--- src/rtl/bthalloc_pkg.sv ---
// Shared constants, codes, types and helper functions for the heap allocator.
`timescale 1ns / 1ps
package bthalloc_pkg;

    localparam int HEAP_WORDS = 4096;
    localparam int ADDR_W     = 12;
    localparam int MEM_W      = 14;
    localparam int VAL_W      = 16;
    localparam int CNT_W      = 13;

    typedef logic signed [VAL_W-1:0] val_t;
    typedef logic [5:0]              op_t;

    // result status codes
    localparam logic [1:0] ST_OK    = 2'd0;
    localparam logic [1:0] ST_NOFIT = 2'd1;
    localparam logic [1:0] ST_BAD   = 2'd2;
    localparam logic [1:0] ST_NOOP  = 2'd3;

    // datapath operations
    localparam op_t OP_NONE      = 6'd0;
    localparam op_t OP_CLR       = 6'd1;
    localparam op_t OP_LATCH     = 6'd2;
    localparam op_t OP_A_INIT    = 6'd3;
    localparam op_t OP_WALK_RH   = 6'd4;
    localparam op_t OP_WALK_RN   = 6'd5;
    localparam op_t OP_WALK_LINK = 6'd6;
    localparam op_t OP_A_END     = 6'd7;
    localparam op_t OP_A_SPLIT   = 6'd8;
    localparam op_t OP_TK0       = 6'd9;
    localparam op_t OP_TK1       = 6'd10;
    localparam op_t OP_SF_PREP   = 6'd11;
    localparam op_t OP_SF0       = 6'd12;
    localparam op_t OP_SF1       = 6'd13;
    localparam op_t OP_SF2       = 6'd14;
    localparam op_t OP_SF3       = 6'd15;
    localparam op_t OP_SF4       = 6'd16;
    localparam op_t OP_U0        = 6'd17;
    localparam op_t OP_U1        = 6'd18;
    localparam op_t OP_U2        = 6'd19;
    localparam op_t OP_U3        = 6'd20;
    localparam op_t OP_F_RH      = 6'd21;
    localparam op_t OP_F_RF      = 6'd22;
    localparam op_t OP_F_CHK     = 6'd23;
    localparam op_t OP_F_LH      = 6'd24;
    localparam op_t OP_F_LDEC    = 6'd25;
    localparam op_t OP_F_RDLH    = 6'd26;
    localparam op_t OP_F_LSZ     = 6'd27;
    localparam op_t OP_F_RR      = 6'd28;
    localparam op_t OP_F_RDEC    = 6'd29;
    localparam op_t OP_F_RDRH    = 6'd30;
    localparam op_t OP_F_RSZ     = 6'd31;
    localparam op_t OP_F_FREE    = 6'd32;
    localparam op_t OP_LOAD_OUT  = 6'd33;

    typedef struct packed {
        op_t op;
    } cmd_t;

    typedef struct packed {
        logic clr_last;
        logic is_free;
        logic bytes_zero;
        logic fi_zero;
        logic walk_ok;
        logic walk_brk;
        logic best_none;
        logic split;
        logic free_bad;
        logic rd_pos;
    } stat_t;

    function automatic val_t abs_v(input val_t v);
        return (v < 0) ? -v : v;
    endfunction

    function automatic val_t sat_v(input val_t v);
        if (v > val_t'(HEAP_WORDS))
            return val_t'(HEAP_WORDS);
        else if (v < -val_t'(HEAP_WORDS))
            return -val_t'(HEAP_WORDS);
        else
            return v;
    endfunction

    function automatic logic in_rng(input val_t a);
        return (a >= 0) && (a < val_t'(HEAP_WORDS));
    endfunction

    // footer position as seen after the header at t was written with v
    function automatic val_t foot_addr(input val_t t, input val_t v);
        val_t s;
        s = in_rng(t) ? abs_v(sat_v(v)) : '0;
        return t + s - val_t'(1);
    endfunction

    function automatic logic [MEM_W-1:0] init_word(input logic [ADDR_W-1:0] a);
        if (a == ADDR_W'(0) || a == ADDR_W'(1) ||
            a == ADDR_W'(HEAP_WORDS-2) || a == ADDR_W'(HEAP_WORDS-1))
            return MEM_W'(-2);
        else if (a == ADDR_W'(2) || a == ADDR_W'(HEAP_WORDS-3))
            return MEM_W'(HEAP_WORDS-4);
        else
            return '0;
    endfunction

endpackage

--- src/rtl/bthalloc_ctrl.sv ---
// Controller state machine of the heap allocator: sequences datapath operations.
`timescale 1ns / 1ps
module bthalloc_ctrl import bthalloc_pkg::*; (
    input  logic  clk,
    input  logic  rst_n,
    input  logic  in_valid,
    output logic  in_ready,
    output logic  out_valid,
    input  logic  out_ready,
    input  stat_t stat,
    output cmd_t  cmd
);

    localparam logic [5:0] S_CLEAR   = 6'd0;
    localparam logic [5:0] S_IDLE    = 6'd1;
    localparam logic [5:0] S_DISP    = 6'd2;
    localparam logic [5:0] S_A_INIT  = 6'd3;
    localparam logic [5:0] S_WH      = 6'd4;
    localparam logic [5:0] S_WN      = 6'd5;
    localparam logic [5:0] S_WL      = 6'd6;
    localparam logic [5:0] S_A_END   = 6'd7;
    localparam logic [5:0] S_A_SPLIT = 6'd8;
    localparam logic [5:0] S_TK0     = 6'd9;
    localparam logic [5:0] S_TK1     = 6'd10;
    localparam logic [5:0] S_SF_PREP = 6'd11;
    localparam logic [5:0] S_SF0     = 6'd12;
    localparam logic [5:0] S_SF1     = 6'd13;
    localparam logic [5:0] S_SF2     = 6'd14;
    localparam logic [5:0] S_SF3     = 6'd15;
    localparam logic [5:0] S_SF4     = 6'd16;
    localparam logic [5:0] S_U0      = 6'd17;
    localparam logic [5:0] S_U1      = 6'd18;
    localparam logic [5:0] S_U2      = 6'd19;
    localparam logic [5:0] S_U3      = 6'd20;
    localparam logic [5:0] S_F_RH    = 6'd21;
    localparam logic [5:0] S_F_RF    = 6'd22;
    localparam logic [5:0] S_F_CHK   = 6'd23;
    localparam logic [5:0] S_F_LH    = 6'd24;
    localparam logic [5:0] S_F_LDEC  = 6'd25;
    localparam logic [5:0] S_F_RDLH  = 6'd26;
    localparam logic [5:0] S_F_LSZ   = 6'd27;
    localparam logic [5:0] S_F_RR    = 6'd28;
    localparam logic [5:0] S_F_RDEC  = 6'd29;
    localparam logic [5:0] S_F_RDRH  = 6'd30;
    localparam logic [5:0] S_F_RSZ   = 6'd31;
    localparam logic [5:0] S_F_FREE  = 6'd32;
    localparam logic [5:0] S_FIN     = 6'd33;

    logic [5:0] state_reg, state_next;
    logic [5:0] ret_reg, ret_next;
    logic       ov_reg, ov_next;

    always_comb
    begin
        state_next = state_reg;
        ret_next   = ret_reg;
        ov_next    = ov_reg && !out_ready;
        cmd.op     = OP_NONE;
        unique case (state_reg)
            S_CLEAR:
            begin
                cmd.op = OP_CLR;
                if (stat.clr_last)
                    state_next = S_IDLE;
            end
            S_IDLE:
            begin
                if (in_valid)
                begin
                    cmd.op     = OP_LATCH;
                    state_next = S_DISP;
                end
            end
            S_DISP:
            begin
                if (stat.is_free)
                    state_next = stat.fi_zero ? S_FIN : S_F_RH;
                else
                    state_next = stat.bytes_zero ? S_FIN : S_A_INIT;
            end
            S_A_INIT:  begin cmd.op = OP_A_INIT; state_next = S_WH; end
            S_WH:
            begin
                if (stat.walk_ok)
                begin
                    cmd.op     = OP_WALK_RH;
                    state_next = S_WN;
                end
                else
                    state_next = S_A_END;
            end
            S_WN:
            begin
                cmd.op     = OP_WALK_RN;
                state_next = stat.walk_brk ? S_A_END : S_WL;
            end
            S_WL:      begin cmd.op = OP_WALK_LINK; state_next = S_WH; end
            S_A_END:
            begin
                cmd.op = OP_A_END;
                if (stat.best_none)
                    state_next = S_FIN;
                else
                begin
                    ret_next   = S_A_SPLIT;
                    state_next = S_U0;
                end
            end
            S_A_SPLIT: begin cmd.op = OP_A_SPLIT; state_next = S_TK0; end
            S_TK0:     begin cmd.op = OP_TK0; state_next = S_TK1; end
            S_TK1:
            begin
                cmd.op     = OP_TK1;
                state_next = stat.split ? S_SF_PREP : S_FIN;
            end
            S_SF_PREP: begin cmd.op = OP_SF_PREP; state_next = S_SF0; end
            S_SF0:     begin cmd.op = OP_SF0; state_next = S_SF1; end
            S_SF1:     begin cmd.op = OP_SF1; state_next = S_SF2; end
            S_SF2:     begin cmd.op = OP_SF2; state_next = S_SF3; end
            S_SF3:     begin cmd.op = OP_SF3; state_next = S_SF4; end
            S_SF4:     begin cmd.op = OP_SF4; state_next = S_FIN; end
            S_U0:      begin cmd.op = OP_U0; state_next = S_U1; end
            S_U1:      begin cmd.op = OP_U1; state_next = S_U2; end
            S_U2:      begin cmd.op = OP_U2; state_next = S_U3; end
            S_U3:      begin cmd.op = OP_U3; state_next = ret_reg; end
            S_F_RH:    begin cmd.op = OP_F_RH; state_next = S_F_RF; end
            S_F_RF:    begin cmd.op = OP_F_RF; state_next = S_F_CHK; end
            S_F_CHK:
            begin
                cmd.op     = OP_F_CHK;
                state_next = stat.free_bad ? S_FIN : S_F_LH;
            end
            S_F_LH:    begin cmd.op = OP_F_LH; state_next = S_F_LDEC; end
            S_F_LDEC:
            begin
                cmd.op = OP_F_LDEC;
                if (stat.rd_pos)
                begin
                    ret_next   = S_F_RDLH;
                    state_next = S_U0;
                end
                else
                    state_next = S_F_RR;
            end
            S_F_RDLH:  begin cmd.op = OP_F_RDLH; state_next = S_F_LSZ; end
            S_F_LSZ:   begin cmd.op = OP_F_LSZ; state_next = S_F_RR; end
            S_F_RR:    begin cmd.op = OP_F_RR; state_next = S_F_RDEC; end
            S_F_RDEC:
            begin
                cmd.op = OP_F_RDEC;
                if (stat.rd_pos)
                begin
                    ret_next   = S_F_RDRH;
                    state_next = S_U0;
                end
                else
                    state_next = S_F_FREE;
            end
            S_F_RDRH:  begin cmd.op = OP_F_RDRH; state_next = S_F_RSZ; end
            S_F_RSZ:   begin cmd.op = OP_F_RSZ; state_next = S_F_FREE; end
            S_F_FREE:  begin cmd.op = OP_F_FREE; state_next = S_SF0; end
            S_FIN:
            begin
                if (!ov_reg || out_ready)
                begin
                    cmd.op     = OP_LOAD_OUT;
                    ov_next    = 1'b1;
                    state_next = S_IDLE;
                end
            end
            default:   state_next = S_IDLE;
        endcase
    end

    always_ff @(posedge clk or negedge rst_n)
    begin
        if (!rst_n)
        begin
            state_reg <= S_CLEAR;
            ret_reg   <= S_IDLE;
            ov_reg    <= 1'b0;
        end
        else
        begin
            state_reg <= state_next;
            ret_reg   <= ret_next;
            ov_reg    <= ov_next;
        end
    end

    assign in_ready  = (state_reg == S_IDLE);
    assign out_valid = ov_reg;

    a_no_accept_in_clear: assert property (@(posedge clk) disable iff (!rst_n)
        (state_reg == S_CLEAR) |-> !in_ready)
        else $error("input accepted during memory init");

    a_accept_dispatch: assert property (@(posedge clk) disable iff (!rst_n)
        (in_valid && in_ready) |=> (state_reg == S_DISP))
        else $error("accepted item not dispatched");

    a_result_from_fin: assert property (@(posedge clk) disable iff (!rst_n)
        $rose(ov_reg) |-> ($past(state_reg) == S_FIN))
        else $error("result raised outside finish state");

    a_unlink_return: assert property (@(posedge clk) disable iff (!rst_n)
        (state_reg == S_U3) |->
            (ret_reg == S_A_SPLIT || ret_reg == S_F_RDLH || ret_reg == S_F_RDRH))
        else $error("unlink return target invalid");

endmodule

--- config.mk ---
export PLATFORM = sky130hd
export DESIGN_NAME = bthalloc_ctrl
export DESIGN_NICKNAME = d
export VERILOG_FILES = /design/src/rtl/bthalloc_pkg.sv /design/src/rtl/bthalloc_ctrl.sv
export SDC_FILE = /design/constraint.sdc
export NUM_CORES = 1
export LEC_CHECK = 0
export BUFFER_PORTS_ARGS = -buffer_cell sky130_fd_sc_hd__buf_4
export CORE_MARGIN = 4
export CORE_UTILIZATION = 55
export DETAILED_ROUTE_END_ITERATION = 16
export GPL_ROUTABILITY_DRIVEN = 0
export PLACE_DENSITY_LB_ADDON = 0.15
export SYNTH_ARGS = -nofsm -noshare
export SYNTH_HDL_FRONTEND = slang
export SYNTH_SLANG_ARGS = --single-unit
export TNS_END_PERCENT = 30
--- constraint.sdc ---
create_clock -name clk -period 2.3 [get_ports clk]
set_input_delay 0.23 -clock clk [delete_from_list [all_inputs] [get_ports clk]]
set_output_delay 0.23 -clock clk [all_outputs]
set_load 0.01 [all_outputs]
---- Word-level counts from Yosys, hierarchy flattened ----
Index checks and enable logic that the tools add are counted.
storage, ports and cells
  output and inout bits ................... 8
  input port bits ......................... 14
  bits in latches ......................... 0
  flip-flop bits (word level) ............. 13
  memories ................................ 0
  RAM bits ................................ 0
  logic and storage cells ................. 76
  memory bits (read-only) ................. 0
cells by class
  divide/modulo/power cells ............... 0
  shift-type cells ........................ 0
  mux-type cells .......................... 24
  eq/ne operators ......................... 39
  add/subtract/negate cells ............... 0
  magnitude comparators ................... 0
  reductions and logical operators ........ 10
  bitwise operators ....................... 0
  multipliers ............................. 0
operators with widths
  kind                number
  $pmux 6 s33         1
  $pmux 6 s32         1
  $eq 6x5->1 const B  16
  $mux 6              14
  $eq 6x4->1 const B  8
  $eq 6x3->1 const B  4
  $pmux 6 s3          1
  $eq 6x2->1 const B  2
  $eq 6x6->1 const B  2
  $ne 2x2->1 const B  6
  $eq 6x1->1 const B  1
  $logic_not 6->1     1
  $mux 2              2
  $mux 4              1
  $reduce_and 4->1    1
  $reduce_or 2->1     2
  $mux 1              3
  $mux 3              1
  $reduce_and 3->1    1
  $reduce_bool 3->1   1
  $logic_not 1->1     2
  $logic_and 1x1->1   1
  $logic_or 1x1->1    1

---- Longest topological paths before layout ----
  depth after elaboration ................. 4
  mapped depth ............................ 7
  depth with buffers taken out ............ 5

---- Worst setup path after synthesis ----
No wires, ideal clock.
  path kind ............................... register -> output
  start point ............................. register state_reg[4]
  end point ............................... output cmd[2] in the netlist's numbering
  arrival time ............................ 1.532 ns
  cell stages (with the launch flop) ...... 6
  setup slack ............................. 0.538 ns
  buffers on the path ..................... 2
  data required time ...................... 2.070 ns
  cell sequence ........................... dfrtp_1 > buf_6 > clkbuf_1 > or2_2 > or4_1 > and3_1
RTL lines
  what                    line                  source
  start, declared         bthalloc_ctrl.sv:49   logic [5:0] state_reg, state_next;
  start signal, assigned  bthalloc_ctrl.sv:185  state_reg <= state_next;
  end, declared           bthalloc_ctrl.sv:11   output cmd_t cmd

==> out/summary.txt <==
fill count = 174
synthesized area per cell = 7.62 um^2
fin crit period = 2.17 ns
antenna viol nets, final = 0
Switching Share = 0.510
CP Data Required Time = 2.07 ns
pin count of the biggest net entering global routing = 21
setup_tns = 0 ns
I/O pins = 22
Post-synth EDFFs = 0
cell area power density = 1350 nW/um^2
Initial DRC Count = 64
synthesized net count = 168
post-synth top area share = 0.213
number of global-route vias before repair = 1,249
DIE AREA = 2940 um^2
Finished Core Util = 0.684
post-route cell area = 1370 um^2
DP Worst Slack = 0.361 ns
Psw = 0.943 mW
Syn-to-layout area delta = 16.7%
hold path cells = 3
Die H = 54.2 um
kind of critical path = register to primary output
post-synth cell types = 46
synth warn = 0
H-tree levels = 1
Reg clk slew, reported paths = 0.07 ns
clk root buf = clkbuf_4
Mapped Cells = 154
commonest cells in the netlist = nor2_1, clkbuf_1, dfrtp_1
Cell Rows = 16
worst setup margin = 0.129 ns
first-pass GRT wire length = 5.65 mm
clock network latency to the later pin of the worst-skew pair = 0.27 ns
CP Max Fanout = 17
max FFs per register = 6
startpoint types = register
f_max = 461 MHz
Hold Vio Cnt, Final = 0
CTS tree = done
grt ovf = 0
worst vdd ir = 0.982 mV
outcome = finished, final reports clean
CTS Buf Count = 3
Slew headroom = 0.615
Initial Utilization = 0.586
Post-Synthesis Cell Area = 1170 um^2
Hold Crit Class = input port to register
GRT Util Overall = 0.264
die width = 54.2 um
Placed Area = 1330 um^2
DPL Wire Length = 2.46 mm
Max Slew Vio Count = 0
Resize count post-CTS = 0
Gate power share = 0.678
count leader, synth = nor2_1
core area = 2000 um^2
clock network power share = 0.071
area leader, netlist = dfrtp_1
DRC violations left = 0
P_leak = 0.565 nW
endpoints failing setup = 0
initial antenna violation count = 0
unrepaired setup endpoints after global routing = no
CP arrival = 1.94 ns
Tot Pwr = 1.85 mW
Final nets = 184
internal power = 0.905 mW
CTS Buffer Depth = 2
ranking of synthesized cells by area = dfrtp_1, nand2b_1, nor2_1
CTS sink cnt = 11
Max-Cap Viols = 0
#FFs+latches synth = 11
ANT cells = 0
vias = 1,301
Initial DRT Pass Iterations = 4
Worst Setup End Kind = primary output
I/O Buffers = 21
Flop pwr share = 0.251
Worst Tran Pin Value = 0.578 ns
vias per std cell = 6.64
most used flip-flop cell after synthesis = dfrtp_1
R2R depth = 4
sequential element share of the synthesized area = 0.236
detailed-route wire length = 3.34 mm
share of cells above drive strength 1 = 0.213
final worst-path cycle share = 0.944
Wirelength per Cell = 17.0 um
post-route clock skew = 0.00124 ns
ys async rst share = 1.00
[worst max-delay path, cell delays in order, from the launching register on]
cell	delay, ns
dfrtp_1	0.57
or2_2	0.39
or4_1	0.38
and3_1	0.19
buf_4	0.14
[cells by family after synthesis]
group	Yosys count	share of synthesized area
mux	2	0.0192
buf+inv	21	0.0789
xor+xnor	1	0.00746
flops	11	0.236
simple gates	79	0.414
compound gates	40	0.245
[metrics by stage]
stage          std cells  hold slack (ns)
6_report             196            0.229
5_1_grt              196            0.257
4_1_cts              196            0.220
3_5_place_dp         191           0.0718
3_3_place_gp         191           0.0708
2_1_floorplan        154          -0.0656
[power groups by stage]
stage	sequential [mW]	clock (mW)	combinational [mW]
floorplan	0.310	0	1.01
global placement	0.450	0	1.22
detailed placement	0.455	0	1.24
CTS	0.452	0.137	1.24
global route	0.479	0.154	1.39
finish	0.464	0.131	1.25
[routing by layer]
layer / track usage / share of wire / up-vias
li1: - / - / 623
met1: 0.331 / 0.39 / 590
met2: 0.422 / 0.49 / 79
met3: 0.0776 / 0.11 / 9
met4: 0.0996 / 0.011 / 0
met5: 0 / 0 / -
[timing repair]
item	4_1_cts	5_1_grt
endpoints found under the hold margin	11	0
buffers inserted	0	0
hold buffers	1	0
[cell usage in the layout (no fill, tap or decap), drive strengths merged, types with 5 or more instances in the layout]
cell	synthesis	layout
nand2b	9	9
dfrtp	10	10
nor3	5	5
buf	6	27
nand2	7	7
nor2	13	13
nand3	5	5
o21ai	9	9
or4	5	5
[worst paths after layout]
| check | start | end | slack [ns] |
|---|---|---|---|
| max | state_reg[4] | cmd[2] | 0.13 |
| min | stat[3] | state_reg[5] | 0.23 |
| max reg2reg | state_reg[0] | state_reg[0] | 0.30 |
| min reg2reg | ret_reg[3] | ret_reg[3] | 0.47 |
| max in group asynchronous | rst_n | ret_reg[0] | 1.76 |
| min in group asynchronous | rst_n | ret_reg[2] | 0.32 |
[layout make-up]
| cell class | instances | area (um^2) | share of cell area |
|---|---|---|---|
| clock inverters | 1 | 5.00 | 0.00365 |
| repair buffers | 28 | 213 | 0.155 |
| flip-flops and latches | 11 | 277 | 0.202 |
| inverters | 4 | 15.0 | 0.0110 |
| clock buffers | 3 | 22.5 | 0.0164 |
| multi-input cells | 122 | 805 | 0.587 |
| well taps | 27 | 33.8 | 0.0247 |
Note: power is estimated with default switching activity, not from simulation.
